===== config.mk =====
export PLATFORM = sky130hd
export DESIGN_NAME = jrc_sqrt_cell
export DESIGN_NICKNAME = d
export VERILOG_FILES = /design/src/sv/assert_macros.svh /design/src/sv/jrc_pkg.sv /design/src/sv/jrc_sqrt_cell.sv
export SDC_FILE = /design/constraint.sdc
export NUM_CORES = 1
export LEC_CHECK = 0
export BUFFER_PORTS_ARGS = -buffer_cell sky130_fd_sc_hd__buf_2
export CAP_MARGIN = 10
export CORE_MARGIN = 2
export CORE_UTILIZATION = 53
export DETAILED_ROUTE_END_ITERATION = 16
export PLACE_DENSITY = 0.82
export SLEW_MARGIN = 25
export SYNTH_ARGS = -nofsm -noshare
export SYNTH_HDL_FRONTEND = slang
export SYNTH_SLANG_ARGS = --single-unit

===== constraint.sdc =====
create_clock -name clock -period 3.6 [get_ports clock]
set_input_delay 0.36 -clock clock [delete_from_list [all_inputs] [get_ports clock]]
set_output_delay 0.36 -clock clock [all_outputs]
set_load 0.01 [all_outputs]

===== src/sv/assert_macros.svh =====
// Assertion helpers shared by the RTL.
`ifndef ASSERT_MACROS_SVH
`define ASSERT_MACROS_SVH

// Same-cycle implication.
`define ASSERT_IMPL(lbl, clk, rst, ante, cons, msg) \
   lbl: assert property (@(posedge clk) disable iff (rst) (ante) |-> (cons)) else $error(msg);

// Next-cycle implication.
`define ASSERT_NEXT(lbl, clk, rst, ante, cons, msg) \
   lbl: assert property (@(posedge clk) disable iff (rst) (ante) |=> (cons)) else $error(msg);

`endif


===== src/sv/jrc_pkg.sv =====
`default_nettype none
package jrc_pkg;
   localparam int IN_WIDTH_DEF  = 32;
   localparam int FRAC_BITS_DEF = 30;
   // normalized magnitude width of |d| and 2|b|
   localparam int NORM_W = 62;
   // square roots: 63 root bits, remainder one bit over twice that
   localparam int ROOT_W = 63;
   localparam int RAD_W  = 2 * ROOT_W + 1;
   // dividers: 64-bit divisor, 64 quotient bits
   localparam int DIV_W  = 64;
   localparam int QUO_W  = 64;
   // multiplier split
   localparam int HALF_W = 31;
   localparam int MUL_W  = 32;
endpackage
`default_nettype wire


===== src/sv/jrc_sqrt_cell.sv =====
`default_nettype none
module jrc_sqrt_cell #(
   parameter int BIT = 0,
   parameter int SW  = 2
) (
   input  wire logic                        clock,
   input  wire logic                        reset,
   input  wire logic                        adv,
   input  wire logic                        up_vld,
   input  wire logic [jrc_pkg::RAD_W-1:0]   up_rem,
   input  wire logic [jrc_pkg::ROOT_W-1:0]  up_root,
   input  wire logic [SW-1:0]               up_side,
   output logic                             dn_vld,
   output logic [jrc_pkg::RAD_W-1:0]        dn_rem,
   output logic [jrc_pkg::ROOT_W-1:0]       dn_root,
   output logic [SW-1:0]                    dn_side
);
   import jrc_pkg::*;

   logic              vld_ff;
   logic [RAD_W-1:0]  rem_ff, rem_in, trial;
   logic [ROOT_W-1:0] root_ff, root_in;
   logic [SW-1:0]     side_ff;
   logic              ge;

   // rem = n - root^2; trying root bit BIT costs root*2^(BIT+1) + 2^(2*BIT)
   always_comb begin
      trial = ({{(RAD_W-ROOT_W){1'b0}}, up_root} << (BIT + 1))
            | ({{(RAD_W-1){1'b0}}, 1'b1} << (2 * BIT));
      ge    = up_rem >= trial;
      if (ge) begin
         rem_in  = up_rem - trial;
         root_in = up_root | ({{(ROOT_W-1){1'b0}}, 1'b1} << BIT);
      end else begin
         rem_in  = up_rem;
         root_in = up_root;
      end
   end

   always_ff @(posedge clock) begin
      if (reset) begin
         vld_ff <= 1'b0;
      end else if (adv) begin
         vld_ff <= up_vld;
      end
   end

   always_ff @(posedge clock) begin
      if (adv) begin
         rem_ff  <= rem_in;
         root_ff <= root_in;
         side_ff <= up_side;
      end
   end

   assign dn_vld  = vld_ff;
   assign dn_rem  = rem_ff;
   assign dn_root = root_ff;
   assign dn_side = side_ff;
endmodule
`default_nettype wire


==> flow_metrics.tcl <==
set metrics [dict create \
    status "complete, no violations" \
    fin_nets 2155 \
    ys_top_cells_by_area "edfxtp_1 44%, a21oi_1 6.1%, ha_1 6.1%" \
    rrSetupSlack_ns 3.02 \
    ir_drop_v 0.000269 \
    cts.sinks 193 \
    syn_nets 1664 \
    clockPowerShare 0.295 \
    hold_path.class "primary input to register" \
    min_period_over_period 0.926 \
    ys.flop_type "edfxtp_1" \
    fp.dieW_um 161 \
    grtUsageTotal 0.363 \
    cts_max_level 4 \
    avgSynthCellArea_um2 9.33 \
    grt_max_degree 71 \
    final_cell_mix "387 x buf_2, 192 x edfxtp_1, 160 x a21oi_1" \
    required_ns 3.79 \
    instances_no_fill 2234 \
    cp-start-kind "primary input" \
    routabilityCongestion 1.02 \
    combPwrFrac 0.276 \
    cts_inserted_buffers 17 \
    setup_ws_ns 0.266 \
    cts.path.max_buffers 2 \
    drtIter0Drc 1523 \
    relSlewSlack 0.579 \
    grt_util_met2 0.587 \
    dr.pass1.iters 8 \
    dp_cells 2199 \
    post-synth-top-area-cell "edfxtp_1" \
    ys_ff_latch 193 \
    power.internal_w 0.00452 \
    hold_buffers 0 \
    netlist_area_mm2 0.0131 \
    pwr-share-seq 0.429 \
    total_power_w 0.00666 \
    p_sw_frac 0.322 \
    die_y_um 161 \
    grt_pass1_wl_um 72200 \
    post_cts_buffers 0 \
    die-area_mm2 0.0260 \
    drt_wl_total_um 47900 \
    drc_errors 0 \
    p_leak_nw 7.24 \
    grt_pass1_vias 12700 \
    worstPathMaxFanout 5 \
    start_util 0.540 \
    yosysTopAreaCellShare 0.441 \
    crit_path_end_kind "register" \
    antenna_found_initial 3 \
    synth_seq_area_share 0.442 \
    insertion_delay_ns 0.45 \
    core_mm2 0.0242 \
    top_usage_layer "met2" \
    rows 57 \
    cts_tree "built" \
    final_area_mm2 0.0169 \
    synthArstFlopShare 0 \
    setup_viol 0 \
    cts_root_buf "clkbuf_16" \
    place_area_mm2 0.0163 \
    area_growth_syn_to_layout_pct 29.5 \
    finClkSkew_ns 0 \
    tightest_slew_ns 0.624 \
    cap_violations 0 \
    wl_per_cell_um 21.4 \
    post_cts_resized 0 \
    netlist_instances 1403 \
    rsz0062_at_grt "false" \
    synth_warnings 0 \
    slew_viol_final 0 \
    use_met1 0.502 \
    final_common_cell "buf_2" \
    p_sw_w 0.00214 \
    synth_edf_count 192 \
    setup.worst_path.class "primary input to register" \
    fmaxAchievable_mhz 300 \
    port_buffers 388 \
    vias 13300 \
    dp_hpwl_um 39200 \
    pre_cts_ws_ns -0.0358 \
    ys_types 67 \
    cp_data_arrival_time_ns 3.53 \
    avgViaCountPerCell 5.97 \
    p_per_area_mw_per_mm2 393 \
    io_pins 389 \
    layout_min_cycle_time_ns 3.33 \
    final_hold_viol_count 0 \
    clk_pin_slew_worst_paths_ns 0.08 \
    layout-drive-gt1-share 0.309 \
    grt-ovfl-total 0 \
    met3_usage 0.0603 \
    worst_hold_slack_ns 0.0572 \
    ant_nets 0 \
]
## flip-flops by register name, indices dropped and copies added, names as in the netlist
| signal | count |
|---|---|
| dn_side | 2 |
| dn_root | 63 |
| dn_vld | 1 |
| dn_rem | 127 |
## worst max-delay path: stages
cell and delay [ns]:
buf_2 0.12, inv_1 0.05, ha_1 0.30, buf_4 0.17
o21ai_0 0.27, a211oi_1 0.14, o21a_1 0.14, o21ai_0 0.39
a2111oi_2 0.14, buf_4 0.20, o2111ai_1 0.44, and2_1 0.39
nand4_1 0.21, xnor2_1 0.19
## path summary, 6_finish.rpt
kind                       start                     to  cells after the start
min reg2reg  dn_vld$_SDFFE_PP0P_    dn_vld$_SDFFE_PP0P_                      2
max reg2reg  dn_vld$_SDFFE_PP0P_    dn_vld$_SDFFE_PP0P_                      2
max                   up_root[5]  dn_rem[104]$_DFFE_PP_                     14
min                        reset    dn_vld$_SDFFE_PP0P_                      2
## power by group through the flow
stage	Combinational (W)	Clock [W]	Sequential (W)
3_3_place_gp	0.00178	0	0.00290
3_5_place_dp	0.00180	0	0.00290
2_1_floorplan	0.000795	0	0.00302
5_1_grt	0.00198	0.00205	0.00287
6_report	0.00184	0.00197	0.00285
4_1_cts	0.00181	0.00197	0.00285
## layout make-up
type / instances / area, um2
repair buffers: 529 / 3100
diodes: 3 / 7.51
clock inverters: 14 / 170
well taps: 324 / 405
multi-input cells: 1067 / 6730
flip-flops and latches: 193 / 5790
fillers: 1982 / 7300
inverters: 86 / 323
clock buffers: 18 / 429
## per-stage QoR
step / TNS (ns) / util
final: 0 / 0.699
after global routing: 0 / 0.699
after CTS: 0 / 0.699
after detailed placement: -0.0876 / 0.674
after global placement: -0.0445 / 0.674
after floorplan: 0 / -
## synthesized netlist by cell type, types with 5 or more instances
library cell and count:
nand3_1 31, nand2b_1 10, o2111ai_1 9, o21a_1 11, nor2_1 148, a21boi_0 6
clkbuf_1 46, o21ai_0 70, a211o_1 5, and2_1 10, o211ai_1 8, a211oi_1 6
xnor2_1 67, nor3b_1 6, nand4_1 44, a21o_1 28, nand4b_1 5, a21oi_1 160
xor2_1 58, nor3_1 44, or3_1 16, buf_6 5, nand3b_1 5, a31oi_1 10
o21bai_1 14, inv_1 86, edfxtp_1 192, ha_1 64, nor4_1 27, nor4_2 6
nor4_4 5, nor2b_1 8, or2_2 9, nand2_1 125
## cells by family after synthesis
family                     synth area share
xor gates and xnor gates             0.0837
and+or+nand+nor                       0.202
adders and majority gates            0.0627
AOI/OAI and AO/OA                     0.164
buffers and inverters                0.0443
DFF                                   0.442
muxes                               0.00163
## layer usage
metal / up-vias / part of all wire
li1: 6144 / -
met1: 6266 / 0.41
met2: 808 / 0.46
met3: 122 / 0.094
met4: 0 / 0.030
met5: - / 0
No activity file was read; power rests on OpenSTA's default activity.
