File: src/sv/assert_macros.svh
// Assertion helpers shared by the RTL.
`ifndef ASSERT_MACROS_SVH
`define ASSERT_MACROS_SVH

// Same-cycle implication.
`define ASSERT_IMPL(lbl, clk, rst, ante, cons, msg) \
   lbl: assert property (@(posedge clk) disable iff (rst) (ante) |-> (cons)) else $error(msg);

// Next-cycle implication.
`define ASSERT_NEXT(lbl, clk, rst, ante, cons, msg) \
   lbl: assert property (@(posedge clk) disable iff (rst) (ante) |=> (cons)) else $error(msg);

`endif

File: src/sv/jrc_norm_cell.sv
`default_nettype none
module jrc_norm_cell #(
   parameter int LW  = 95,
   parameter int AMT = 1,
   parameter int SW  = 2
) (
   input  wire logic          clock,
   input  wire logic          reset,
   input  wire logic          adv,
   input  wire logic          up_vld,
   input  wire logic [LW-1:0] up_pw,
   input  wire logic [LW-1:0] up_qw,
   input  wire logic [SW-1:0] up_side,
   output logic               dn_vld,
   output logic [LW-1:0]      dn_pw,
   output logic [LW-1:0]      dn_qw,
   output logic [SW-1:0]      dn_side
);
   logic          vld_ff;
   logic [LW-1:0] pw_ff, pw_in, qw_ff, qw_in;
   logic [SW-1:0] side_ff;
   logic [AMT-1:0] top_bits;

   // shift both words left when the top AMT bits of both are clear
   always_comb begin
      top_bits = up_pw[LW-1 -: AMT] | up_qw[LW-1 -: AMT];
      if (top_bits == '0) begin
         pw_in = up_pw << AMT;
         qw_in = up_qw << AMT;
      end else begin
         pw_in = up_pw;
         qw_in = up_qw;
      end
   end

   always_ff @(posedge clock) begin
      if (reset) begin
         vld_ff <= 1'b0;
      end else if (adv) begin
         vld_ff <= up_vld;
      end
   end

   always_ff @(posedge clock) begin
      if (adv) begin
         pw_ff   <= pw_in;
         qw_ff   <= qw_in;
         side_ff <= up_side;
      end
   end

   assign dn_vld  = vld_ff;
   assign dn_pw   = pw_ff;
   assign dn_qw   = qw_ff;
   assign dn_side = side_ff;
endmodule
`default_nettype wire

File: config.mk
export PLATFORM = sky130hd
export DESIGN_NAME = jrc_norm_cell
export DESIGN_NICKNAME = d
export VERILOG_FILES = /design/src/sv/assert_macros.svh /design/src/sv/jrc_norm_cell.sv
export SDC_FILE = /design/constraint.sdc
export NUM_CORES = 1
export LEC_CHECK = 0
export BUFFER_PORTS_ARGS = -buffer_cell sky130_fd_sc_hd__buf_2
export CAP_MARGIN = 5
export CORE_AREA = 2 2 153 155
export DETAILED_ROUTE_END_ITERATION = 10
export DIE_AREA = 0 0 155 157
export GPL_TIMING_DRIVEN = 1
export PLACE_DENSITY = 0.63
export SYNTH_ARGS = -nofsm -noshare
export SYNTH_HDL_FRONTEND = slang
export SYNTH_SLANG_ARGS = --single-unit
File: constraint.sdc
create_clock -name clock -period 1.8 [get_ports clock]
set_clock_uncertainty 0.2 [all_clocks]
set_input_delay 0.36 -clock clock [delete_from_list [all_inputs] [get_ports clock]]
set_output_delay 0.36 -clock clock [all_outputs]
set_load 0.01 [all_outputs]
==> impl_metrics.py, run 1 <==
metrics = {
    "outcome": {
        "outcome": "completed",
    },
    "place": {
        "portBuffers": 388,
        "routability_driven_placement_congestion_ratio": 0.759,
        "dpl-instance-area_um2": 10500,
        "placement.setup.worst_slack_ns": -0.0647,
        "place_hpwl_um": 15500,
    },
    "power_and_ir_drop": {
        "swShare_pct": 24.9,
        "p_leak_nw": 4.56,
        "internal_power_mw": 8.01,
        "power.density_nw_per_um2": 960,
        "p_seq_share_pct": 51.7,
        "switchingPower_mw": 2.65,
        "clock_power_share_pct": 33.9,
        "power_frac_comb_pct": 14.4,
        "vdd_drop_max_mv": 0.553,
        "finalPower_mw": 10.7,
    },
    "job": {
        "drv.max_cap_violation_count": 0,
    },
    "floorplan": {
        "ioPinCount": 389,
        "rows": 55,
        "floorplan.initialDensity_pct": 35.9,
        "die-area_um2": 24300,
        "fp.dieW_um": 155,
        "fp.coreArea_um2": 22500,
        "die_height_um": 157,
    },
    "synth": {
        "syn_inst": 408,
        "synthesis.area_um2": 8070,
        "synthesis.area_per_instance_um2": 19.8,
        "yosys_warnings": 0,
        "count_of_cell_types_in_the_netlist": 12,
        "synthesis_stage_register_bit_count": 193,
        "ys_seq_area_share_pct": 71.7,
        "mappedNetlistNets": 604,
    },
    "route": {
        "met1_wirelength_um": 7480,
        "routed_via_density": 4.66,
        "detailroute.wirelength.met2_um": 10500,
        "met3_wirelength_um": 1780,
        "drt_first_pass_iters": 4,
        "top_signal_layer_used": "met4",
        "drt-initial-drc-count": 234,
        "via_count": 5190,
        "drc": 0,
        "wire_per_inst_um": 18.2,
        "antenna_violating_nets_post_route": 0,
        "final_wirelength_um": 20200,
    },
    "timing": {
        "hold_ws_ns": 0.0461,
        "min_period_ns": 1.63,
        "final-max-slew-violation-count": 0,
        "layout_worst_path_cycle_share_pct": 90.3,
        "setup_viol": 0,
        "relative_slew_slack_pct": 79.1,
        "final-hold-violation-count": 0,
        "fmax_ghz": 0.615,
        "tightestPinTransition_ns": 0.314,
        "worst_slack_ns": 0.174,
        "setup_repair_after_global_routing_missed_its_margin": "no",
    },
    "global_routing": {
        "number_of_antenna_violations_at_the_first_check_in_global_routing": 1,
        "grt_remaining_overflow": 0,
        "grt_pass1_wl_um": 29700,
        "gr-usage-all-layers_pct": 16.1,
        "grt_pass1_vias": 5395,
        "grt_max_degree": 56,
    },
    "worst_setup_path": {
        "cp-end-kind": "flip-flop",
        "reg2reg_from": "dn_vld",
        "critPathMaxFanout": 55,
        "critical_path.startpoint_type": "input port",
        "crit_type": "input port to flip-flop",
        "timing.reg2reg.setup_slack_ns": 0.45,
        "rr_endpoint": "dn_vld",
        "number_of_cells_traversed_by_the_worst_register_to_register_path": 3,
        "required_ns": 1.92,
        "crit_arrival_ns": 1.74,
    },
    "cells_and_area": {
        "finish.utilization_pct": 49.4,
        "final_cell_area_um2": 11100,
        "layout-drive-gt1-share_pct": 74.9,
        "layout.nets": 1011,
        "synthToLayoutAreaGrowth_pct": 37.7,
    },
    "clock_network": {
        "cts_tree": "built",
        "numCtsBuffers": 17,
        "cts_root_buf": "sky130_fd_sc_hd__clkbuf_16",
        "cts_max_level": 4,
        "cts_max_path_buffers": 2,
        "clk_latency_ns": 0.42,
        "clkTransAtPathRegs_ns": 0.08,
        "tritoncts_num_sinks": 193,
        "post_cts.repair.setup_buffers": 0,
    },
    "hold_path": {
        "hp-class": "input port to flip-flop",
        "min-delay-start": "up_qw[93]",
        "hold_end": "dn_qw[94]",
        "timing.hold.worst_path_depth": 2,
    },
}
per-layer routing:
| layer | vias up | global-route usage, % |
|---|---|---|
| li1 | 2434 | - |
| met1 | 2489 | 17.7 |
| met2 | 241 | 28.9 |
| met3 | 26 | 6.19 |
| met4 | 0 | 5.25 |
| met5 | - | 0 |
how the worst max path moves through the flow:
stage | start | end | slack, ns | cells after the start
finish | adv | dn_vld | 0.17 | 5
floorplan | up_qw[94] | dn_pw[68] | 0.14 | 4
detailed placement | up_qw[94] | dn_qw[26] | -0.06 | 5
CTS | adv | dn_vld | 0.19 | 5
global placement | up_qw[94] | dn_pw[80] | -0.04 | 5
global route | adv | dn_vld | 0.1 | 5
critical path, cell delays in order:
cell                            delay, ns
sky130_fd_sc_hd__clkbuf_8            0.24
sky130_fd_sc_hd__buf_12              0.31
sky130_fd_sc_hd__mux2i_1             0.22
sky130_fd_sc_hd__nor2_1              0.05
sky130_fd_sc_hd__dlygate4sd3_1       0.55
cell type report:
class,instances,area (µm²)
Clock inverter,14,126
Multi-Input combinational cell,193,2140
Fill cell,2032,11400
Antenna cell,1,2.50
Clock buffer,18,429
Inverter,2,7.51
Sequential cell,193,5790
Timing Repair Buffer,408,2260
Tap cell,285,357
metrics by stage:
stage | cells | setup TNS [ns]
2_1_floorplan | 408 | 0
3_3_place_gp | 1077 | -2.89
3_5_place_dp | 1077 | -4.37
4_1_cts | 1113 | 0
5_1_grt | 1114 | 0
6_report | 1114 | 0
power by group through the flow:
stage	Combinational (mW)	Clock (mW)	Sequential (mW)
final	1.54	3.61	5.51
after global routing	1.66	3.91	5.55
after CTS	1.56	3.75	5.52
after detailed placement	1.55	0	5.62
after global placement	1.54	0	5.61
after floorplan	0.431	0	5.86
Yosys cell counts:
cell                       count  area, µm²
sky130_fd_sc_hd__dfxtp_1       1       20.0
sky130_fd_sc_hd__a21o_1        1       7.51
sky130_fd_sc_hd__nor2_1        1       3.75
sky130_fd_sc_hd__edfxtp_1    192       5770
sky130_fd_sc_hd__o21ai_0       1       5.00
sky130_fd_sc_hd__mux2_2      186       2090
sky130_fd_sc_hd__nor2_4        1       11.3
sky130_fd_sc_hd__nor2b_1       2       12.5
sky130_fd_sc_hd__buf_4        13       97.6
sky130_fd_sc_hd__mux2i_1       1       10.0
sky130_fd_sc_hd__inv_1         2       7.51
sky130_fd_sc_hd__buf_2         7       35.0
logic make-up after synthesis:
kind of cell / after synthesis / synth area share, %
simple gates: 4 / 0.341
mux: 187 / 26.1
compound gates: 2 / 0.155
buf+inv: 22 / 1.74
flops: 193 / 71.7
registers in the layout (all words and copies together) (netlist names):
name / count
dn_vld: 1
dn_pw: 95
dn_qw: 95
dn_side: 2
cell usage in the layout, fill, tap and decap left out:
cell type	netlist	layout
sky130_fd_sc_hd__buf_12	0	12
sky130_fd_sc_hd__clkinvlp_4	0	1
sky130_fd_sc_hd__clkinv_4	0	5
sky130_fd_sc_hd__mux2_2	186	186
sky130_fd_sc_hd__dfxtp_1	1	1
sky130_fd_sc_hd__clkbuf_1	0	1
sky130_fd_sc_hd__buf_4	13	4
sky130_fd_sc_hd__o21ai_0	1	1
sky130_fd_sc_hd__nor2b_1	2	2
sky130_fd_sc_hd__nor2_4	1	1
sky130_fd_sc_hd__nor2_1	1	1
sky130_fd_sc_hd__clkbuf_8	0	1
sky130_fd_sc_hd__diode_2	0	1
sky130_fd_sc_hd__inv_8	0	3
sky130_fd_sc_hd__inv_6	0	2
sky130_fd_sc_hd__dlygate4sd3_1	0	4
sky130_fd_sc_hd__clkinv_8	0	1
sky130_fd_sc_hd__clkinv_1	0	2
sky130_fd_sc_hd__edfxtp_1	192	192
sky130_fd_sc_hd__clkbuf_16	0	17
sky130_fd_sc_hd__a21o_1	1	1
sky130_fd_sc_hd__mux2i_1	1	1
sky130_fd_sc_hd__buf_2	7	387
sky130_fd_sc_hd__inv_1	2	2
what timing repair did:
item / CTS / global route
hold buffers: 4 / 0
hold endpoints to repair: 3 / 0
resized for setup: 0 / 0
(Power assumes the default switching activity.)
==> run 2: changes to the inputs <==
- CORE_AREA: 2 2 153 155 -> 2 2 151 153
- DIE_AREA: 0 0 155 157 -> 0 0 153 155
- PLACE_DENSITY: 0.63 -> 0.67
- clock period: 1.8 -> 1.4 ns (I/O delays scaled with it)
==> run 2 against run 1 <==
The flow now finishes with violations (negative setup slack). Die area fell by 2.5%. Sequential share of layout area down 8.1 points. Sequential power grew 29%. Largest cell class unchanged. Highest routed layer unchanged.
==> impl_metrics.py, run 2 (same netlist as run 1, synthesis figures left out) <==
metrics = {
    "outcome": {
        "outcome": "complete, but fails checks",
        "violations": "negative setup slack",
    },
    "global_routing": {
        "grt_use_met3_pct": 5.77,
        "grt_use_met2_pct": 34.2,
        "grt_pass1_vias": 6656,
        "number_of_antenna_violations_at_the_first_check_in_global_routing": 2,
        "grt_pass1_wl_um": 35400,
        "busiest_layer_in_global_routing": "met2",
        "grt_max_degree": 36,
        "globalRouteMet1Util_pct": 20.9,
        "grt_remaining_overflow": 0,
        "gr-usage-all-layers_pct": 19.1,
    },
    "timing": {
        "total_negative_slack_for_setup_checks_ns": -2.29,
        "worst_slack_ns": -0.0716,
        "fmax_ghz": 0.680,
        "setup_repair_after_global_routing_missed_its_margin": "yes",
        "layout_worst_path_cycle_share_pct": 105,
        "final-max-slew-violation-count": 0,
        "hold_ws_ns": 0.0165,
        "min_period_ns": 1.47,
        "setup_viol": 140,
        "relative_slew_slack_pct": 78.0,
        "final-hold-violation-count": 0,
        "tightestPinTransition_ns": 0.331,
    },
    "place": {
        "dpl-instance-area_um2": 10600,
        "portBuffers": 388,
        "post-place-cells": 1094,
        "routability_driven_placement_congestion_ratio": 0.772,
        "place_hpwl_um": 15800,
        "placement.setup.worst_slack_ns": -0.374,
    },
    "route": {
        "wire_per_inst_um": 17.5,
        "via_count": 6045,
        "final_wirelength_um": 23100,
        "routed_via_density": 4.59,
        "drt_first_pass_iters": 4,
        "drc": 0,
        "antenna_violating_nets_post_route": 0,
        "drt-initial-drc-count": 362,
    },
    "worst_setup_path": {
        "required_ns": 0.92,
        "critical_path.startpoint_type": "flip-flop",
        "critPathMaxFanout": 1,
        "cp_slowest_stage_delay_ns": 0.41,
        "crit_arrival_ns": 0.99,
        "worstPathBufferInverterCount": 1,
        "timing.reg2reg.setup_slack_ns": 0.61,
        "crit_path_cell_trace": "buf_2",
        "critical_path.top_delay_family": "flip-flops",
        "crit_type": "flip-flop to output port",
        "cp-end-kind": "output port",
        "worst_path_max_delay_cell": "sky130_fd_sc_hd__edfxtp_1",
    },
    "cells_and_area": {
        "instances_no_fill": 1317,
        "num-fill-cells": 1703,
        "layout.nets": 1214,
        "layout_common_cells": "sky130_fd_sc_hd__buf_2 (380), sky130_fd_sc_hd__edfxtp_1 (192), sky130_fd_sc_hd__dlygate4sd3_1 (190)",
        "finish.utilization_pct": 59.2,
        "final_cell_area_um2": 13200,
        "layout-drive-gt1-share_pct": 61.9,
        "layout_commonest_cell": "sky130_fd_sc_hd__buf_2",
        "synthToLayoutAreaGrowth_pct": 62.9,
    },
    "floorplan": {
        "die-area_um2": 23700,
        "floorplan.initialDensity_pct": 36.3,
        "fp.coreArea_um2": 22200,
        "fp.dieW_um": 153,
        "rows": 55,
        "ioPinCount": 389,
        "die_height_um": 155,
    },
    "clock_network": {
        "post_cts.repair.setup_buffers": 0,
        "cts_max_path_buffers": 2,
        "cts_max_level": 4,
        "cts_tree": "built",
        "tritoncts_num_sinks": 193,
        "cts_root_buf": "sky130_fd_sc_hd__clkbuf_16",
        "numCtsBuffers": 17,
        "clkTransAtPathRegs_ns": 0.08,
        "clk_latency_ns": 0.42,
    },
    "power_and_ir_drop": {
        "vdd_drop_max_mv": 0.743,
        "power.density_nw_per_um2": 1080,
        "p_leak_nw": 5.46,
        "finalPower_mw": 14.2,
    },
    "job": {
        "drv.max_cap_violation_count": 0,
    },
    "hold_path": {
        "hp-class": "input port to flip-flop",
    },
}
[run 2: layer usage]
metal	up-vias	routed length, µm	share of wire, %
met4	0	782	3.4
li1	2848	-	-
met5	-	0	0
met1	2857	8680	38
met2	288	11800	51
met3	52	1780	7.7
[run 2: layout make-up]
type / count / area, µm² / area share [%]
antenna: 2 / 5.00 / 0.0381
clock buffer: 18 / 429 / 3.26
clock inverter: 13 / 126 / 0.961
inverter: 2 / 7.51 / 0.0571
multi-input combinational: 193 / 2180 / 16.6
sequential: 193 / 5790 / 44.0
tap: 285 / 357 / 2.71
timing repair buffer: 611 / 4260 / 32.4
[run 2: report_power, final]
part           switching, mW  internal, mW
sequential             0.131          6.97
clock                   2.27          2.34
combinational           1.11          1.38
total                   3.51          10.7
[run 2: path summary, 6_finish.rpt]
check              endpoint  depth (start not counted)       from
hold / removal    dn_pw[46]                          2  up_pw[46]
setup / recovery   dn_qw[5]                          1   dn_qw[5]
hold reg to reg      dn_vld                          2     dn_vld
setup reg to reg     dn_vld                          2     dn_vld
[run 2: timing repair]
action / in CTS / in global routing
endpoints found under the setup margin: 192 / 193
resized for setup: 4 / 7
hold buffers: 190 / 0
hold endpoints to repair: 192 / 0
==> run 3: changes to the inputs <==
- RECOVER_POWER: default -> 25
==> run 3 against run 2 <==
The flow still finishes with violations (negative setup slack). Utilization fell by 0.22 points. First-iteration DRC count rose by 0.28%. Combinational power barely moved.
==> impl_metrics.py, run 3 (same netlist as run 1, synthesis figures left out) <==
metrics = {
    "outcome": {
        "outcome": "complete, but fails checks",
        "violations": "negative setup slack",
    },
    "cells_and_area": {
        "layout_commonest_cell": "sky130_fd_sc_hd__buf_2",
        "final_cell_area_um2": 13100,
        "layout-drive-gt1-share_pct": 61.9,
        "instances_no_fill": 1317,
        "synthToLayoutAreaGrowth_pct": 62.3,
        "layout.nets": 1214,
        "layout_common_cells": "sky130_fd_sc_hd__buf_2 (380), sky130_fd_sc_hd__edfxtp_1 (192), sky130_fd_sc_hd__dlygate4sd3_1 (190)",
    },
    "power_and_ir_drop": {
        "power.density_nw_per_um2": 1080,
        "vdd_drop_max_mv": 0.743,
        "finalPower_mw": 14.2,
        "p_leak_nw": 5.44,
    },
    "job": {
        "drv.max_cap_violation_count": 0,
    },
    "worst_setup_path": {
        "cp-end-kind": "output port",
        "reg2reg_from": "dn_vld",
        "cp_slowest_stage_delay_ns": 0.41,
        "worstSetupStartpoint": "dn_qw[5]",
        "required_ns": 0.92,
        "critPathMaxFanout": 1,
        "crit_arrival_ns": 0.99,
        "critical_path.top_delay_family": "flip-flops",
        "worst_path_max_delay_cell": "sky130_fd_sc_hd__edfxtp_1",
        "crit_type": "flip-flop to output port",
        "worstPathBufferInverterCount": 1,
        "crit_path_cell_trace": "buf_2",
        "critical_path.startpoint_type": "flip-flop",
    },
    "floorplan": {
        "ioPinCount": 389,
        "fp.dieW_um": 153,
        "die-area_um2": 23700,
        "rows": 55,
        "floorplan.initialDensity_pct": 36.3,
        "fp.coreArea_um2": 22200,
        "die_height_um": 155,
    },
    "global_routing": {
        "grt_pass1_wl_um": 35400,
        "gr-usage-all-layers_pct": 19.1,
        "number_of_antenna_violations_at_the_first_check_in_global_routing": 2,
        "grt_max_degree": 36,
        "grt_pass1_vias": 6656,
        "grt_remaining_overflow": 0,
    },
    "timing": {
        "setup_viol": 139,
        "layout_worst_path_cycle_share_pct": 105,
        "setup_repair_after_global_routing_missed_its_margin": "yes",
        "relative_slew_slack_pct": 61.3,
        "worst_slack_ns": -0.0716,
        "hold_ws_ns": 0.0212,
        "fmax_ghz": 0.680,
        "final-hold-violation-count": 0,
        "tightestPinTransition_ns": 0.580,
        "final-max-slew-violation-count": 0,
        "min_period_ns": 1.47,
    },
    "route": {
        "wire_per_inst_um": 17.5,
        "final_wirelength_um": 23100,
        "via_count": 6051,
        "drt-initial-drc-count": 363,
        "routed_via_density": 4.59,
        "drc": 0,
        "drt_first_pass_iters": 4,
        "antenna_violating_nets_post_route": 0,
    },
    "clock_network": {
        "cts_max_path_buffers": 2,
        "numCtsBuffers": 17,
        "tritoncts_num_sinks": 193,
        "clkTransAtPathRegs_ns": 0.08,
        "cts_tree": "built",
        "cts_root_buf": "sky130_fd_sc_hd__clkbuf_16",
        "clk_latency_ns": 0.43,
        "cts_max_level": 4,
    },
    "place": {
        "routability_driven_placement_congestion_ratio": 0.772,
        "portBuffers": 388,
        "dpl-instance-area_um2": 10600,
        "post-place-cells": 1094,
        "place_hpwl_um": 15800,
    },
    "hold_path": {
        "hp-class": "input port to flip-flop",
        "min-delay-start": "up_pw[46]",
    },
}
==> run 3: final timing paths <==
check,to,slack (ns),depth (start not counted)
setup reg to reg,dn_vld,0.60,2
setup / recovery,dn_qw[5],-0.07,1
hold reg to reg,dn_vld,0.31,2
hold / removal,dn_pw[46],0.02,2
==> run 3: area by class of cell <==
| cell class | count | area [µm²] |
|---|---|---|
| clock inverters | 13 | 126 |
| well taps | 285 | 357 |
| fillers | 1715 | 9130 |
| repair buffers | 611 | 4210 |
| inverters | 2 | 7.51 |
| clock buffers | 18 | 429 |
| diodes | 2 | 5.00 |
| multi-input cells | 193 | 2180 |
| flip-flops and latches | 193 | 5790 |
==> run 3: timing repair <==
| action | 4_1_cts | 5_1_grt |
|---|---|---|
| hold endpoints to repair | 192 | 0 |
| pin swaps | 0 | 0 |
| hold buffers | 190 | 0 |
| buffers inserted | 0 | 0 |
| cloned | 0 | 0 |
| endpoints found under the setup margin | 192 | 193 |
| gates resized for setup | 4 | 7 |
==> run 3: per-stage QoR <==
step,setup TNS (ns),worst slack (ns),util (%)
global placement,-58.44,-0.348,47.9
CTS,-7.41,-0.0928,59.0
finish,-2.32,-0.0716,58.9
global route,-10.86,-0.121,58.9
detailed placement,-60.84,-0.374,47.9
floorplan,-17.82,-0.122,-
==> run 3: where the power goes <==
| part | internal, mW | switching [mW] | leakage [nW] |
|---|---|---|---|
| Sequential | 6.97 | 0.132 | 1.89 |
| Combinational | 1.37 | 1.11 | 3.29 |
| Clock | 2.34 | 2.27 | 0.264 |
==> run 3: per-layer routing <==
layer,track usage (%),part of all wire (%)
met2,34.2,52
met4,8.47,3.2
met3,5.77,7.6
met5,0,0
met1,20.9,38
