===== config.mk =====
export PLATFORM = sky130hd
export DESIGN_NAME = jrc_div_cell
export DESIGN_NICKNAME = d
export VERILOG_FILES = /design/src/sv/assert_macros.svh /design/src/sv/jrc_pkg.sv /design/src/sv/jrc_div_cell.sv
export SDC_FILE = /design/constraint.sdc
export NUM_CORES = 1
export LEC_CHECK = 0
export BUFFER_PORTS_ARGS = -buffer_cell sky130_fd_sc_hd__buf_2
export CORE_AREA = 3 3 397 399
export DETAILED_ROUTE_END_ITERATION = 16
export DIE_AREA = 0 0 400 402
export GPL_TIMING_DRIVEN = 0
export HOLD_SLACK_MARGIN = 0.03
export SYNTH_ARGS = -nofsm -noshare
export SYNTH_HDL_FRONTEND = slang
export SYNTH_SLANG_ARGS = --single-unit

===== constraint.sdc =====
create_clock -name clock -period 4.85 [get_ports clock]
set_input_delay 0.485 -clock clock [delete_from_list [all_inputs] [get_ports clock]]
set_output_delay 0.485 -clock clock [all_outputs]
set_load 0.005 [all_outputs]

===== src/sv/assert_macros.svh =====
// Assertion helpers shared by the RTL.
`ifndef ASSERT_MACROS_SVH
`define ASSERT_MACROS_SVH

// Same-cycle implication.
`define ASSERT_IMPL(lbl, clk, rst, ante, cons, msg) \
   lbl: assert property (@(posedge clk) disable iff (rst) (ante) |-> (cons)) else $error(msg);

// Next-cycle implication.
`define ASSERT_NEXT(lbl, clk, rst, ante, cons, msg) \
   lbl: assert property (@(posedge clk) disable iff (rst) (ante) |=> (cons)) else $error(msg);

`endif


===== src/sv/jrc_pkg.sv =====
`default_nettype none
package jrc_pkg;
   localparam int IN_WIDTH_DEF  = 32;
   localparam int FRAC_BITS_DEF = 30;
   // normalized magnitude width of |d| and 2|b|
   localparam int NORM_W = 62;
   // square roots: 63 root bits, remainder one bit over twice that
   localparam int ROOT_W = 63;
   localparam int RAD_W  = 2 * ROOT_W + 1;
   // dividers: 64-bit divisor, 64 quotient bits
   localparam int DIV_W  = 64;
   localparam int QUO_W  = 64;
   // multiplier split
   localparam int HALF_W = 31;
   localparam int MUL_W  = 32;
endpackage
`default_nettype wire


===== src/sv/jrc_div_cell.sv =====
`default_nettype none
// One restoring-division step for two independent lanes.
module jrc_div_cell #(
   parameter int SW = 2
) (
   input  wire logic                              clock,
   input  wire logic                              reset,
   input  wire logic                              adv,
   input  wire logic                              up_vld,
   input  wire logic [1:0][jrc_pkg::DIV_W-1:0]    up_rem,
   input  wire logic [1:0][jrc_pkg::DIV_W-1:0]    up_dv,
   input  wire logic [1:0][jrc_pkg::QUO_W-1:0]    up_num,
   input  wire logic [1:0][jrc_pkg::QUO_W-1:0]    up_quo,
   input  wire logic [SW-1:0]                     up_side,
   output logic                                   dn_vld,
   output logic [1:0][jrc_pkg::DIV_W-1:0]         dn_rem,
   output logic [1:0][jrc_pkg::DIV_W-1:0]         dn_dv,
   output logic [1:0][jrc_pkg::QUO_W-1:0]         dn_num,
   output logic [1:0][jrc_pkg::QUO_W-1:0]         dn_quo,
   output logic [SW-1:0]                          dn_side
);
   import jrc_pkg::*;

   logic                   vld_ff;
   logic [1:0][DIV_W-1:0]  rem_ff, rem_in, dv_ff;
   logic [1:0][QUO_W-1:0]  num_ff, num_in, quo_ff, quo_in;
   logic [SW-1:0]          side_ff;
   logic [DIV_W:0]         shifted [2];
   logic [DIV_W:0]         diff [2];
   logic [1:0]             ge;

   always_comb begin
      for (int l = 0; l < 2; l++) begin
         shifted[l] = {up_rem[l], up_num[l][QUO_W-1]};
         diff[l]    = shifted[l] - {1'b0, up_dv[l]};
         ge[l]      = shifted[l] >= {1'b0, up_dv[l]};
         rem_in[l]  = ge[l] ? diff[l][DIV_W-1:0] : shifted[l][DIV_W-1:0];
         quo_in[l]  = {up_quo[l][QUO_W-2:0], ge[l]};
         num_in[l]  = up_num[l] << 1;
      end
   end

   always_ff @(posedge clock) begin
      if (reset) begin
         vld_ff <= 1'b0;
      end else if (adv) begin
         vld_ff <= up_vld;
      end
   end

   always_ff @(posedge clock) begin
      if (adv) begin
         rem_ff  <= rem_in;
         dv_ff   <= up_dv;
         num_ff  <= num_in;
         quo_ff  <= quo_in;
         side_ff <= up_side;
      end
   end

   assign dn_vld  = vld_ff;
   assign dn_rem  = rem_ff;
   assign dn_dv   = dv_ff;
   assign dn_num  = num_ff;
   assign dn_quo  = quo_ff;
   assign dn_side = side_ff;
endmodule
`default_nettype wire


==> summary.txt, run 1 <==
Global route
  – Largest net degree at the start of global routing: 113
  – All-Layer GR Usage: 15.5%
  – Antenna violations before repair: 78
  – Global Route met2 Usage: 23.8%
  – Vias in the first global route: 22914
  – Met3 GRT Util: 5.63%
  – GR peak layer: met2
  – Gr ovfl total: 0
  – First-pass GRT wire length: 176 mm
  – GRT met1 Usage: 20.2%

Pwr
  – Psw: 0.00396 W
  – Power per cell area: 344 nW/µm²
  – Internal Power: 0.00940 W
  – Share of power burned in the clock network: 36.6%
  – Worst vdd ir: 0.228 mV
  – Sw Ratio: 29.7%
  – Leak: 16.5 nW
  – Combinational Power Share: 21.8%
  – Register share of total power: 41.6%

Worst setup path
  – CP Depth: 15
  – Largest stage delay, worst path: 0.91 ns
  – Crit path DAT: 5.17 ns
  – CP top delay family: compound AO/OA/AOI/OAI gates
  – Worst path bufs/invs: 3
  – Worst-path fanout max: 6
  – Critical path, cell by cell: dlygate4sd3_1 -> buf_2 -> inv_1 -> ha_1 -> a21o_1 -> a21oi_1 -> a21boi_1 -> o21ai_0 -> a21o_1 -> a21oi_1 -> o31ai_1 -> o21ai_0 -> a41oi_1 -> xnor2_1 -> mux2_4
  – Crit path kind: primary input to flip-flop
  – Critical Path RT: 5.24 ns
  – Worst Reg-to-Reg Cells: 3
  – Slowest cell on the critical path: o31ai_1
  – Worst setup EP type: flip-flop
  – Worst setup SP type: primary input
  – R2r setup slk: 3.69 ns

Yosys
  – Post-Syn Area per Cell: 12.2 µm²
  – Synth warnings: 0
  – Register bit total from synthesis: 513
  – Yosys cell types: 72
  – EDFF count, synth: 512
  – Cell count after synthesis: 2040
  – Area contributors post-synth: edfxtp_1 (62%), ha_1 (6.4%), a21oi_1 (4.0%)
  – Post-synthesis async set-or-reset flop share: 0%
  – Post-synth top area share: 61.6%
  – Yosys top cell by area: edfxtp_1
  – Mapped Area: 25000 µm²
  – Post-synth top flop: edfxtp_1
  – Sequential-to-total area share from yosys stat: 61.7%

Clocking
  – Reg clk slew, reported paths: 0.06 ns
  – Skew-Pair Late Insertion Delay: 0.62 ns
  – Clock sinks: 513
  – Cts bufs inserted: 66
  – Clock Tree Buf Depth: 3
  – Clk root buf: clkbuf_16
  – Htree depth: 3
  – CTS tree: yes

Outcome
  – Status: finished, final reports clean

STA
  – Final Skew: 0 ns
  – Minimum clock period: 4.78 ns
  – Period Utilization, post-route: 98.6%
  – Worst relative slew slack: 14.3%
  – RSZ-0062 raised after global routing: no
  – Final count of pins violating max slew: 0
  – Fin. Hold Viols: 0
  – Setup ws final: 0.0665 ns
  – Final setup viols: 0
  – Max frequency: 209 MHz
  – Worst Tran Pin Value: 1.28 ns

Routing
  – Final WL: 131 mm
  – Wire per inst: 23.2 µm
  – Total iterations of the first detailed-routing run: 6
  – Drt first-iter violations: 1998
  – DRC Markers: 0
  – Routed Antenna Nets: 0
  – Vias per cell: 4.07
  – Via count: 22982

Run
  – Max Cap Viol: 0

Placed design
  – Dpl hpwl: 107 mm
  – Placement Setup Slack: -0.529 ns
  – Port bufs: 1028
  – Final Wtd Congestion: 0.943

Hold path
  – Worst Hold Class: primary input to flip-flop
  – Hold depth: 1

Final layout
  – Syn-to-layout area delta: 55.5%
  – Nets: 4165
  – Fin util: 25.2%
  – Commonest non-fill, non-tap cells in the layout: buf_2 (1038), edfxtp_1 (512), dlygate4sd3_1 (373)
  – Commonest non-fill, non-tap cell in the layout: buf_2
  – Layout cells sized above 1: 33.9%
  – Fill cells: 16396

Floorplan
  – Die Wd: 400 µm
  – # IOs: 1033
  – Die height: 402 µm
  – # rows: 144
  – Initial core utilization: 16.2%
  – Total die area: 161000 µm²
  – Core Area: 154000 µm²
kinds of logic (layout without fill, tap and decap cells):
group / count (synthesis) / in the layout / synth area share [%]
DFF: 513 / 513 / 61.7
xor gates and xnor gates: 118 / 118 / 4.14
buffers and inverters: 240 / 1766 / 4.27
AOI/OAI and AO/OA: 559 / 559 / 13.6
adders and majority gates: 130 / 130 / 6.58
other: 1 / 40 / 0.0150
muxes: 20 / 20 / 1.18
and+or+nand+nor: 459 / 459 / 8.53
area by class of cell:
type                    instances  area (µm²)  area share [%]
diodes                         38        95.1           0.245
plain buffers                  77         454            1.17
clock buffers                  78        1720            4.43
clock inverters                40         398            1.03
inverters                     163         612            1.58
multi-input cells            1288        8540            22.0
flip-flops and latches        513       15400            39.7
well taps                    2044        2560            6.59
repair buffers               1408        9040            23.3
flip-flops by register name, summed over array words and instances, names as in the netlist:
signal,flops
dn_side,2
dn_vld,1
dn_num,126
dn_quo,128
dn_rem,128
dn_dv,128
Yosys cell counts (4+ instances only):
cell	count
nand3_1	26
o21a_1	14
edfxtp_1	512
o21ai_1	27
or2_2	4
nor4_1	8
o211ai_1	7
mux2_4	19
inv_1	163
and2_1	9
nand4_1	44
a31oi_1	18
a211oi_1	9
nand2b_1	12
a221oi_1	4
o2111ai_1	4
ha_1	128
o21ai_0	120
xor2_1	51
nor2_1	128
a41oi_1	6
buf_6	19
a21boi_0	10
nand2_1	164
and4_1	6
xnor2_1	67
o31ai_1	8
o21bai_1	22
clkbuf_1	44
a21o_1	80
and3_1	5
nor2b_1	13
or3_1	7
buf_2	11
nor3_1	20
a21oi_1	200
power by group through the flow:
stage / Sequential (W) / Combinational (W) / Clock [W]
detailed placement: 0.00565 / 0.00264 / 0
global route: 0.00560 / 0.00317 / 0.00524
finish: 0.00556 / 0.00291 / 0.00489
global placement: 0.00572 / 0.00262 / 0
floorplan: 0.00569 / 0.00112 / 0
CTS: 0.00556 / 0.00291 / 0.00511
repair_timing:
action,in CTS,in global routing
hold buffers,373,0
buffers inserted,0,2
gates resized for setup,0,9
endpoints found under the setup margin,0,85
endpoints found under the hold margin,372,0
stage by stage:
| step | TNS [ns] | instance area (µm²) | power (W) | cells | hold WS, ns |
|---|---|---|---|---|---|
| after global routing | 0 | 38800 | 0.0140 | 5627 | 0.0707 |
| after detailed placement | -21.18 | 32800 | 0.00828 | 5118 | 0.485 |
| after CTS | 0 | 38700 | 0.0136 | 5609 | 0.0347 |
| after global placement | -2581.27 | 32700 | 0.00833 | 5113 | 0.473 |
| after floorplan | 0 | 25000 | 0.00681 | 2041 | 0.485 |
| final | 0 | 38800 | 0.0134 | 5649 | 0.124 |
final timing paths:
| check | start | to |
|---|---|---|
| setup / recovery | up_dv[67] | dn_rem[127] |
| hold / removal | up_dv[18] | dn_dv[18] |
| setup reg to reg | dn_vld | dn_vld |
| hold reg to reg | dn_vld | dn_vld |
metal layers:
| metal | routed length [µm] | part of all wire, % |
|---|---|---|
| met1 | 56100 | 43 |
| met4 | 3570 | 2.7 |
| met5 | 160 | 0.12 |
| met3 | 13900 | 11 |
| met2 | 57100 | 44 |
No activity file was read; power rests on OpenSTA's default activity.
==> run 2, diff against run 1 <==
--- a/config.mk
+++ b/config.mk
@@ -6,9 +6,9 @@
 export NUM_CORES = 1
 export LEC_CHECK = 0
 export BUFFER_PORTS_ARGS = -buffer_cell sky130_fd_sc_hd__buf_2
-export CORE_AREA = 3 3 397 399
+export CORE_AREA = 3 3 396 398
 export DETAILED_ROUTE_END_ITERATION = 16
-export DIE_AREA = 0 0 400 402
+export DIE_AREA = 0 0 399 401
 export GPL_TIMING_DRIVEN = 0
 export HOLD_SLACK_MARGIN = 0.03
 export SYNTH_ARGS = -nofsm -noshare
==> run 2 against run 1 <==
Against the previous run:
- the run now ends with negative setup slack left
- wire length is 1.8% lower
- sequential power hardly changed
- clock power is 4.3% higher
- combinational power hardly changed
- hold slack worse by 0.0096 ns
- first-iteration DRC count is 6.3% lower
- fmax is 2.4% lower
- largest cell class unchanged
==> summary.txt, run 2 (synthesis gave the netlist of run 1 again) <==
Worst setup path
  – CP top delay family: buffers and inverters (was compound AO/OA/AOI/OAI gates)
  – Worst setup EP type: flip-flop (unchanged)
  – Worst Reg-to-Reg Cells: 3 (unchanged)
  – Worst path bufs/invs: 6 (was 3)
  – Largest stage delay, worst path: 0.54 ns (was 0.91 ns)
  – Crit path DAT: 5.27 ns (was 5.17 ns)
  – Reg2reg end: dn_vld (unchanged)
  – Slowest cell on the critical path: dlygate4sd3_1 (was o31ai_1)
  – Critical Path RT: 5.21 ns (was 5.24 ns)
  – Worst r2r src: dn_vld (unchanged)
  – Critical path, cell by cell: dlygate4sd3_1 -> buf_2 -> inv_1 -> ha_1 -> clkbuf_1 -> nand4_1 -> nor3_2 -> nand2_1 -> a21oi_1 -> a2111oi_4 -> nor2_2 -> a221oi_2 -> o2111a_1 -> nor2_2 -> buf_6 -> buf_6 -> nor2_1 -> a21oi_1 (was dlygate4sd3_1 -> buf_2 -> inv_1 -> ha_1 -> a21o_1 -> a21oi_1 -> a21boi_1 -> o21ai_0 -> a21o_1 -> a21oi_1 -> o31ai_1 -> o21ai_0 -> a41oi_1 -> xnor2_1 -> mux2_4)
  – R2r setup slk: 3.68 ns (was 3.69 ns)
  – Worst setup SP type: primary input (unchanged)
  – Worst-path fanout max: 10 (was 6)
  – Crit path kind: primary input to flip-flop (unchanged)

STA
  – Fin. Hold Viols: 0 (unchanged)
  – Setup ws final: -0.0523 ns (was 0.0665 ns)
  – Worst Tran Pin Value: 1.19 ns (was 1.28 ns)
  – RSZ-0062 raised after global routing: no (unchanged)
  – Max frequency: 204 MHz (was 209 MHz)
  – Period Utilization, post-route: 101% (was 98.6%)
  – Final TNS setup: -0.0523 ns (was 0 ns)
  – Minimum clock period: 4.90 ns (was 4.78 ns)
  – Worst relative slew slack: 20.6% (was 14.3%)
  – Final setup viols: 1 (was 0)
  – Final count of pins violating max slew: 0 (unchanged)
  – WHS: 0.114 ns (was 0.124 ns)
  – Final Skew: 0 ns (unchanged)

Routing
  – Via count: 23006 (was 22982)
  – Vias per cell: 4.09 (was 4.07)
  – Total iterations of the first detailed-routing run: 5 (was 6)
  – Drt first-iter violations: 1872 (was 1998)
  – Final WL: 129 mm (was 131 mm)
  – Wire per inst: 22.8 µm (was 23.2 µm)
  – DRC Markers: 0 (unchanged)
  – Routed Antenna Nets: 0 (unchanged)

Final layout
  – Nets: 4155 (was 4165)
  – Commonest non-fill, non-tap cells in the layout: buf_2 (1038), edfxtp_1 (512), dlygate4sd3_1 (365) (was buf_2 (1038), edfxtp_1 (512), dlygate4sd3_1 (373))
  – Fill cells: 16192 (was 16396)
  – Layout cells sized above 1: 33.8% (was 33.9%)
  – Syn-to-layout area delta: 55.4% (was 55.5%)
  – Commonest non-fill, non-tap cell in the layout: buf_2 (unchanged)
  – Design area: 38800 µm² (about the same)
  – Fin cells: 5629 (was 5649)

Pwr
  – Power per cell area: 349 nW/µm² (was 344 nW/µm²)
  – Worst vdd ir: 0.401 mV (was 0.228 mV)
  – Leak: 16.5 nW (about the same)

Outcome
  – Failing checks: negative setup slack
  – Status: complete, but fails checks (was finished, final reports clean)

Clocking
  – Clock sinks: 513 (unchanged)
  – Clk root buf: clkbuf_16 (unchanged)
  – CTS tree: yes (unchanged)
  – Clock Tree Buf Depth: 3 (unchanged)
  – Cts bufs inserted: 66 (unchanged)
  – Htree depth: 3 (unchanged)
  – Skew-Pair Late Insertion Delay: 0.62 ns (about the same)
  – Reg clk slew, reported paths: 0.06 ns (about the same)

Global route
  – All-Layer GR Usage: 15.3% (was 15.5%)
  – Vias in the first global route: 22673 (was 22914)
  – Antenna violations before repair: 65 (was 78)
  – First-pass GRT wire length: 172 mm (was 176 mm)
  – Gr ovfl total: 0 (unchanged)
  – Largest net degree at the start of global routing: 122 (was 113)

Hold path
  – Hold path endpoint: dn_dv[32] (was dn_dv[18])
  – Hold_sp: up_dv[32] (was up_dv[18])
  – Hold depth: 1 (unchanged)
  – Worst Hold Class: primary input to flip-flop (unchanged)

Floorplan
  – Total die area: 160000 µm² (was 161000 µm²)
  – # IOs: 1033 (unchanged)
  – Core Area: 154000 µm² (about the same)
  – # rows: 144 (unchanged)
  – Die Wd: 399 µm (was 400 µm)
  – Die height: 401 µm (was 402 µm)
  – Initial core utilization: 16.2% (about the same)

Placed design
  – Dpl hpwl: 105 mm (was 107 mm)
  – Placement Setup Slack: -0.610 ns (was -0.529 ns)
  – Placed inst area: 32800 µm² (unchanged)
  – Total placed cells including tap cells: 5118 (unchanged)
  – Final Wtd Congestion: 0.906 (was 0.943)
  – Port bufs: 1028 (unchanged)

Run
  – Max Cap Viol: 0 (unchanged)
run 2: cell count changes in the layout (fill, tap and decap cells not counted), sizes merged:
cell,before,now
dlygate4sd3,373,365
buf,1068,1066
inv,171,170
clkinvlp,4,6
diode,38,28
clkbuf,122,124
bufinv,3,7
clkinv,25,18
run 2: worst max path at each step:
stage / from / endpoint / slack (ns) / depth (start not counted)
2_1_floorplan: up_num[127] / dn_rem[126] / 1.42 / 14
3_3_place_gp: adv / dn_vld / -5.15 / 3
3_5_place_dp: up_dv[1] / dn_rem[60] / -0.61 / 14
4_1_cts: up_dv[103] / dn_rem[97] / 0.04 / 18
5_1_grt: up_dv[103] / dn_rem[97] / 0.01 / 18
6_report: up_dv[103] / dn_rem[97] / -0.05 / 18
run 2: repair_timing:
action                     CTS  global route
setup endpoints to repair    0            52
hold buffers               365             0
gates resized for setup      0             9
setup buffers                0             0
hold endpoints to repair   364             0
run 2: stage by stage:
stage | total power [W] | utilization (%)
floorplan | 0.00681 | -
global placement | 0.00830 | 21.2
detailed placement | 0.00826 | 21.3
CTS | 0.0138 | 25.2
global route | 0.0142 | 25.2
finish | 0.0135 | 25.2
run 2: layer usage:
metal	global-route usage (%)	share of wire [%]	up-vias
met5	0	0.12	-
met4	4.40	2.7	24
met3	5.60	10	210
met2	24.1	45	1147
met1	19.4	42	11114
li1	-	-	10511
run 2: power by group:
| part | switching, W | internal, W |
|---|---|---|
| Clock | 0.00213 | 0.00297 |
| Combinational | 0.00167 | 0.00122 |
| Sequential | 0.000132 | 0.00542 |
| Total | 0.00393 | 0.00961 |
run 2: final cells by class:
class | instances | area (µm²) | area share, %
sequential | 513 | 15400 | 39.7
buffer | 77 | 454 | 1.17
timing repair buffer | 1398 | 8950 | 23.1
tap | 2044 | 2560 | 6.59
antenna | 28 | 70.1 | 0.181
clock buffer | 80 | 1740 | 4.47
multi-input combinational | 1288 | 8530 | 22.0
clock inverter | 38 | 484 | 1.25
inverter | 163 | 612 | 1.58
==> run 3, diff against run 2 <==
--- a/config.mk
+++ b/config.mk
@@ -11,6 +11,7 @@
 export DIE_AREA = 0 0 399 401
 export GPL_TIMING_DRIVEN = 0
 export HOLD_SLACK_MARGIN = 0.03
+export MAX_ROUTING_LAYER = met4
 export SYNTH_ARGS = -nofsm -noshare
 export SYNTH_HDL_FRONTEND = slang
 export SYNTH_SLANG_ARGS = --single-unit
==> run 3 against run 2 <==
Against the previous run:
- the run now ends clean
- die area unchanged
- non-clock buffer count up 6
- via count down 0.12%
- clock skew unchanged
- design area about the same
- critical endpoint unchanged
==> summary.txt, run 3 (synthesis gave the netlist of run 1 again) <==
Routing
  – Via count: 22978 (was 23006)
  – Wire per inst: 22.8 µm (about the same)
  – Vias per cell: 4.06 (was 4.09)
  – DRC Markers: 0 (unchanged)
  – Total iterations of the first detailed-routing run: 6 (was 5)
  – Drt first-iter violations: 1937 (was 1872)
  – Final WL: 129 mm (about the same)
  – Routed Antenna Nets: 0 (unchanged)

Pwr
  – Internal Power: 0.00941 W (was 0.00961 W)
  – Share of power burned in the clock network: 36.7% (was 37.7%)
  – Sw Ratio: 29.5% (was 29.0%)
  – Register share of total power: 41.6% (was 41.0%)
  – Psw: 0.00394 W (was 0.00393 W)
  – Combinational Power Share: 21.7% (was 21.3%)
  – Worst vdd ir: 0.273 mV (was 0.401 mV)
  – Power per cell area: 344 nW/µm² (was 349 nW/µm²)
  – Leak: 16.5 nW (about the same)

Global route
  – GRT met1 Usage: 19.8% (was 19.4%)
  – Met3 GRT Util: 5.06% (was 5.60%)
  – GR peak layer: met2 (unchanged)
  – First-pass GRT wire length: 173 mm (was 172 mm)
  – Largest net degree at the start of global routing: 123 (was 122)
  – Gr ovfl total: 0 (unchanged)
  – Global Route met2 Usage: 24.1% (unchanged)
  – Antenna violations before repair: 65 (unchanged)
  – Vias in the first global route: 22967 (was 22673)
  – All-Layer GR Usage: 15.8% (was 15.3%)

STA
  – RSZ-0062 raised after global routing: no (unchanged)
  – Worst Tran Pin Value: 1.13 ns (was 1.19 ns)
  – Final Skew: 0 ns (unchanged)
  – Fin. Hold Viols: 0 (unchanged)
  – Minimum clock period: 4.83 ns (was 4.90 ns)
  – WHS: 0.113 ns (was 0.114 ns)
  – Final setup viols: 0 (was 1)
  – Final count of pins violating max slew: 0 (unchanged)
  – Max frequency: 207 MHz (was 204 MHz)
  – Period Utilization, post-route: 99.7% (was 101%)
  – Worst relative slew slack: 24.2% (was 20.6%)

Final layout
  – Fin util: 25.2% (about the same)
  – Commonest non-fill, non-tap cell in the layout: buf_2 (unchanged)
  – Layout cells sized above 1: 33.8% (about the same)
  – Fin cells: 5653 (was 5629)
  – Nets: 4162 (was 4155)
  – Syn-to-layout area delta: 55.5% (was 55.4%)
  – Design area: 38800 µm² (about the same)
  – Commonest non-fill, non-tap cells in the layout: buf_2 (1038), edfxtp_1 (512), dlygate4sd3_1 (372) (was buf_2 (1038), edfxtp_1 (512), dlygate4sd3_1 (365))

Worst setup path
  – R2r setup slk: 3.65 ns (was 3.68 ns)
  – Slowest cell on the critical path: dlygate4sd3_1 (unchanged)
  – Worst-path fanout max: 10 (unchanged)
  – Worst Reg-to-Reg Cells: 3 (unchanged)
  – Reg2reg end: dn_vld (unchanged)
  – Critical path, cell by cell: dlygate4sd3_1 -> buf_2 -> inv_1 -> ha_1 -> clkbuf_1 -> nand4_1 -> nor3_2 -> nand2_1 -> a21oi_1 -> a2111oi_4 -> nor2_2 -> a221oi_2 -> o2111a_1 -> nor2_2 -> buf_6 -> buf_6 -> nor2_1 -> a21oi_1 (unchanged)
  – Critical Path RT: 5.23 ns (was 5.21 ns)
  – Worst r2r src: dn_vld (unchanged)
  – Crit path DAT: 5.21 ns (was 5.27 ns)
  – Largest stage delay, worst path: 0.52 ns (was 0.54 ns)
  – Setup crit start: up_dv[103] (unchanged)
  – End of the critical path: dn_rem[97] (unchanged)
  – Worst setup SP type: primary input (unchanged)
  – Worst setup EP type: flip-flop (unchanged)
  – Crit path kind: primary input to flip-flop (unchanged)

Hold path
  – Hold_sp: up_dv[56] (was up_dv[32])
  – Worst Hold Class: primary input to flip-flop (unchanged)

Floorplan
  – Die height: 401 µm (unchanged)
  – # rows: 144 (unchanged)
  – Die Wd: 399 µm (unchanged)
  – Total die area: 160000 µm² (unchanged)
  – Core Area: 154000 µm² (unchanged)
  – # IOs: 1033 (unchanged)
  – Initial core utilization: 16.2% (unchanged)

Placed design
  – Final Wtd Congestion: 0.914 (was 0.906)
  – Dpl hpwl: 105 mm (about the same)
  – Port bufs: 1028 (unchanged)
  – Placed inst area: 32800 µm² (about the same)
  – Total placed cells including tap cells: 5117 (was 5118)

Clocking
  – Cts bufs inserted: 67 (was 66)
  – Post-CTS Setup Bufs: 0 (unchanged)
  – Skew-Pair Late Insertion Delay: 0.65 ns (was 0.62 ns)
  – Clock sinks: 513 (unchanged)
  – Reg clk slew, reported paths: 0.06 ns (about the same)
  – Clk root buf: clkbuf_16 (unchanged)
  – Clock Tree Buf Depth: 3 (unchanged)
  – Htree depth: 3 (unchanged)
  – CTS tree: yes (unchanged)

Run
  – Max Cap Viol: 0 (unchanged)

Outcome
  – Status: finished, final reports clean (was complete, but fails checks)
-- run 3: changes by cell type in the layout (fill, tap and decap cells not counted), moves of 2 or more --
| cell | change |
|---|---|
| dlygate4sd3_1 | +7 |
| diode_2 | +19 |
| bufinv_16 | -4 |
| clkinv_1 | +3 |
| clkinv_4 | +3 |
| clkinv_2 | +2 |
| clkbuf_1 | -5 |
-- run 3: final cells by class --
cell class	count	area, µm²
Timing Repair Buffer	1404	8990
Clock buffer	75	1730
Antenna cell	47	118
Sequential cell	513	15400
Clock inverter	42	407
Fill cell	16202	115000
Buffer	77	454
Inverter	163	612
Tap cell	2044	2560
Multi-Input combinational cell	1288	8530
-- run 3: metal layers --
metal / share of wire [%] / routed length, µm
met1: 43 / 55800
met2: 45 / 57900
met3: 9.2 / 11800
met4: 2.5 / 3270
met5: 0 / 0
-- run 3: worst min-delay path by stage --
stage / end / slack (ns) / cells past startpoint
final: dn_dv[56] / 0.11 / 1
after global routing: dn_dv[121] / 0.05 / 1
after CTS: dn_dv[121] / 0.03 / 1
after detailed placement: dn_vld / 0.57 / 2
after global placement: dn_vld / 0.55 / 2
after floorplan: dn_vld / 0.48 / 2
-- run 3: what timing repair did --
| item | CTS | global route |
|---|---|---|
| hold buffers | 372 | 0 |
| setup endpoints to repair | 0 | 49 |
| hold endpoints to repair | 371 | 0 |
| gates resized for setup | 0 | 8 |
-- run 3: power by group through the flow --
stage / registers (W) / logic [W] / clock network, W
finish: 0.00555 / 0.00290 / 0.00490
global route: 0.00559 / 0.00315 / 0.00527
CTS: 0.00555 / 0.00290 / 0.00513
detailed placement: 0.00564 / 0.00262 / 0
floorplan: 0.00569 / 0.00112 / 0
global placement: 0.00570 / 0.00261 / 0
-- run 3: stage by stage --
step	setup WS, ns	power [W]	setup TNS [ns]
floorplan	1.42	0.00681	0
global placement	-5.18	0.00831	-2558.37
detailed placement	-0.474	0.00826	-13.07
CTS	0.00446	0.0136	0
global route	0.0229	0.0140	0
finish	0.0157	0.0134	0
-- run 3: critical path, delay by kind of cell --
family                     cells  cell delay, ns
buffers and inverters          6            1.59
AOI/OAI and AO/OA              5            1.45
and+or+nand+nor                6            1.37
adders and majority gates      1            0.29
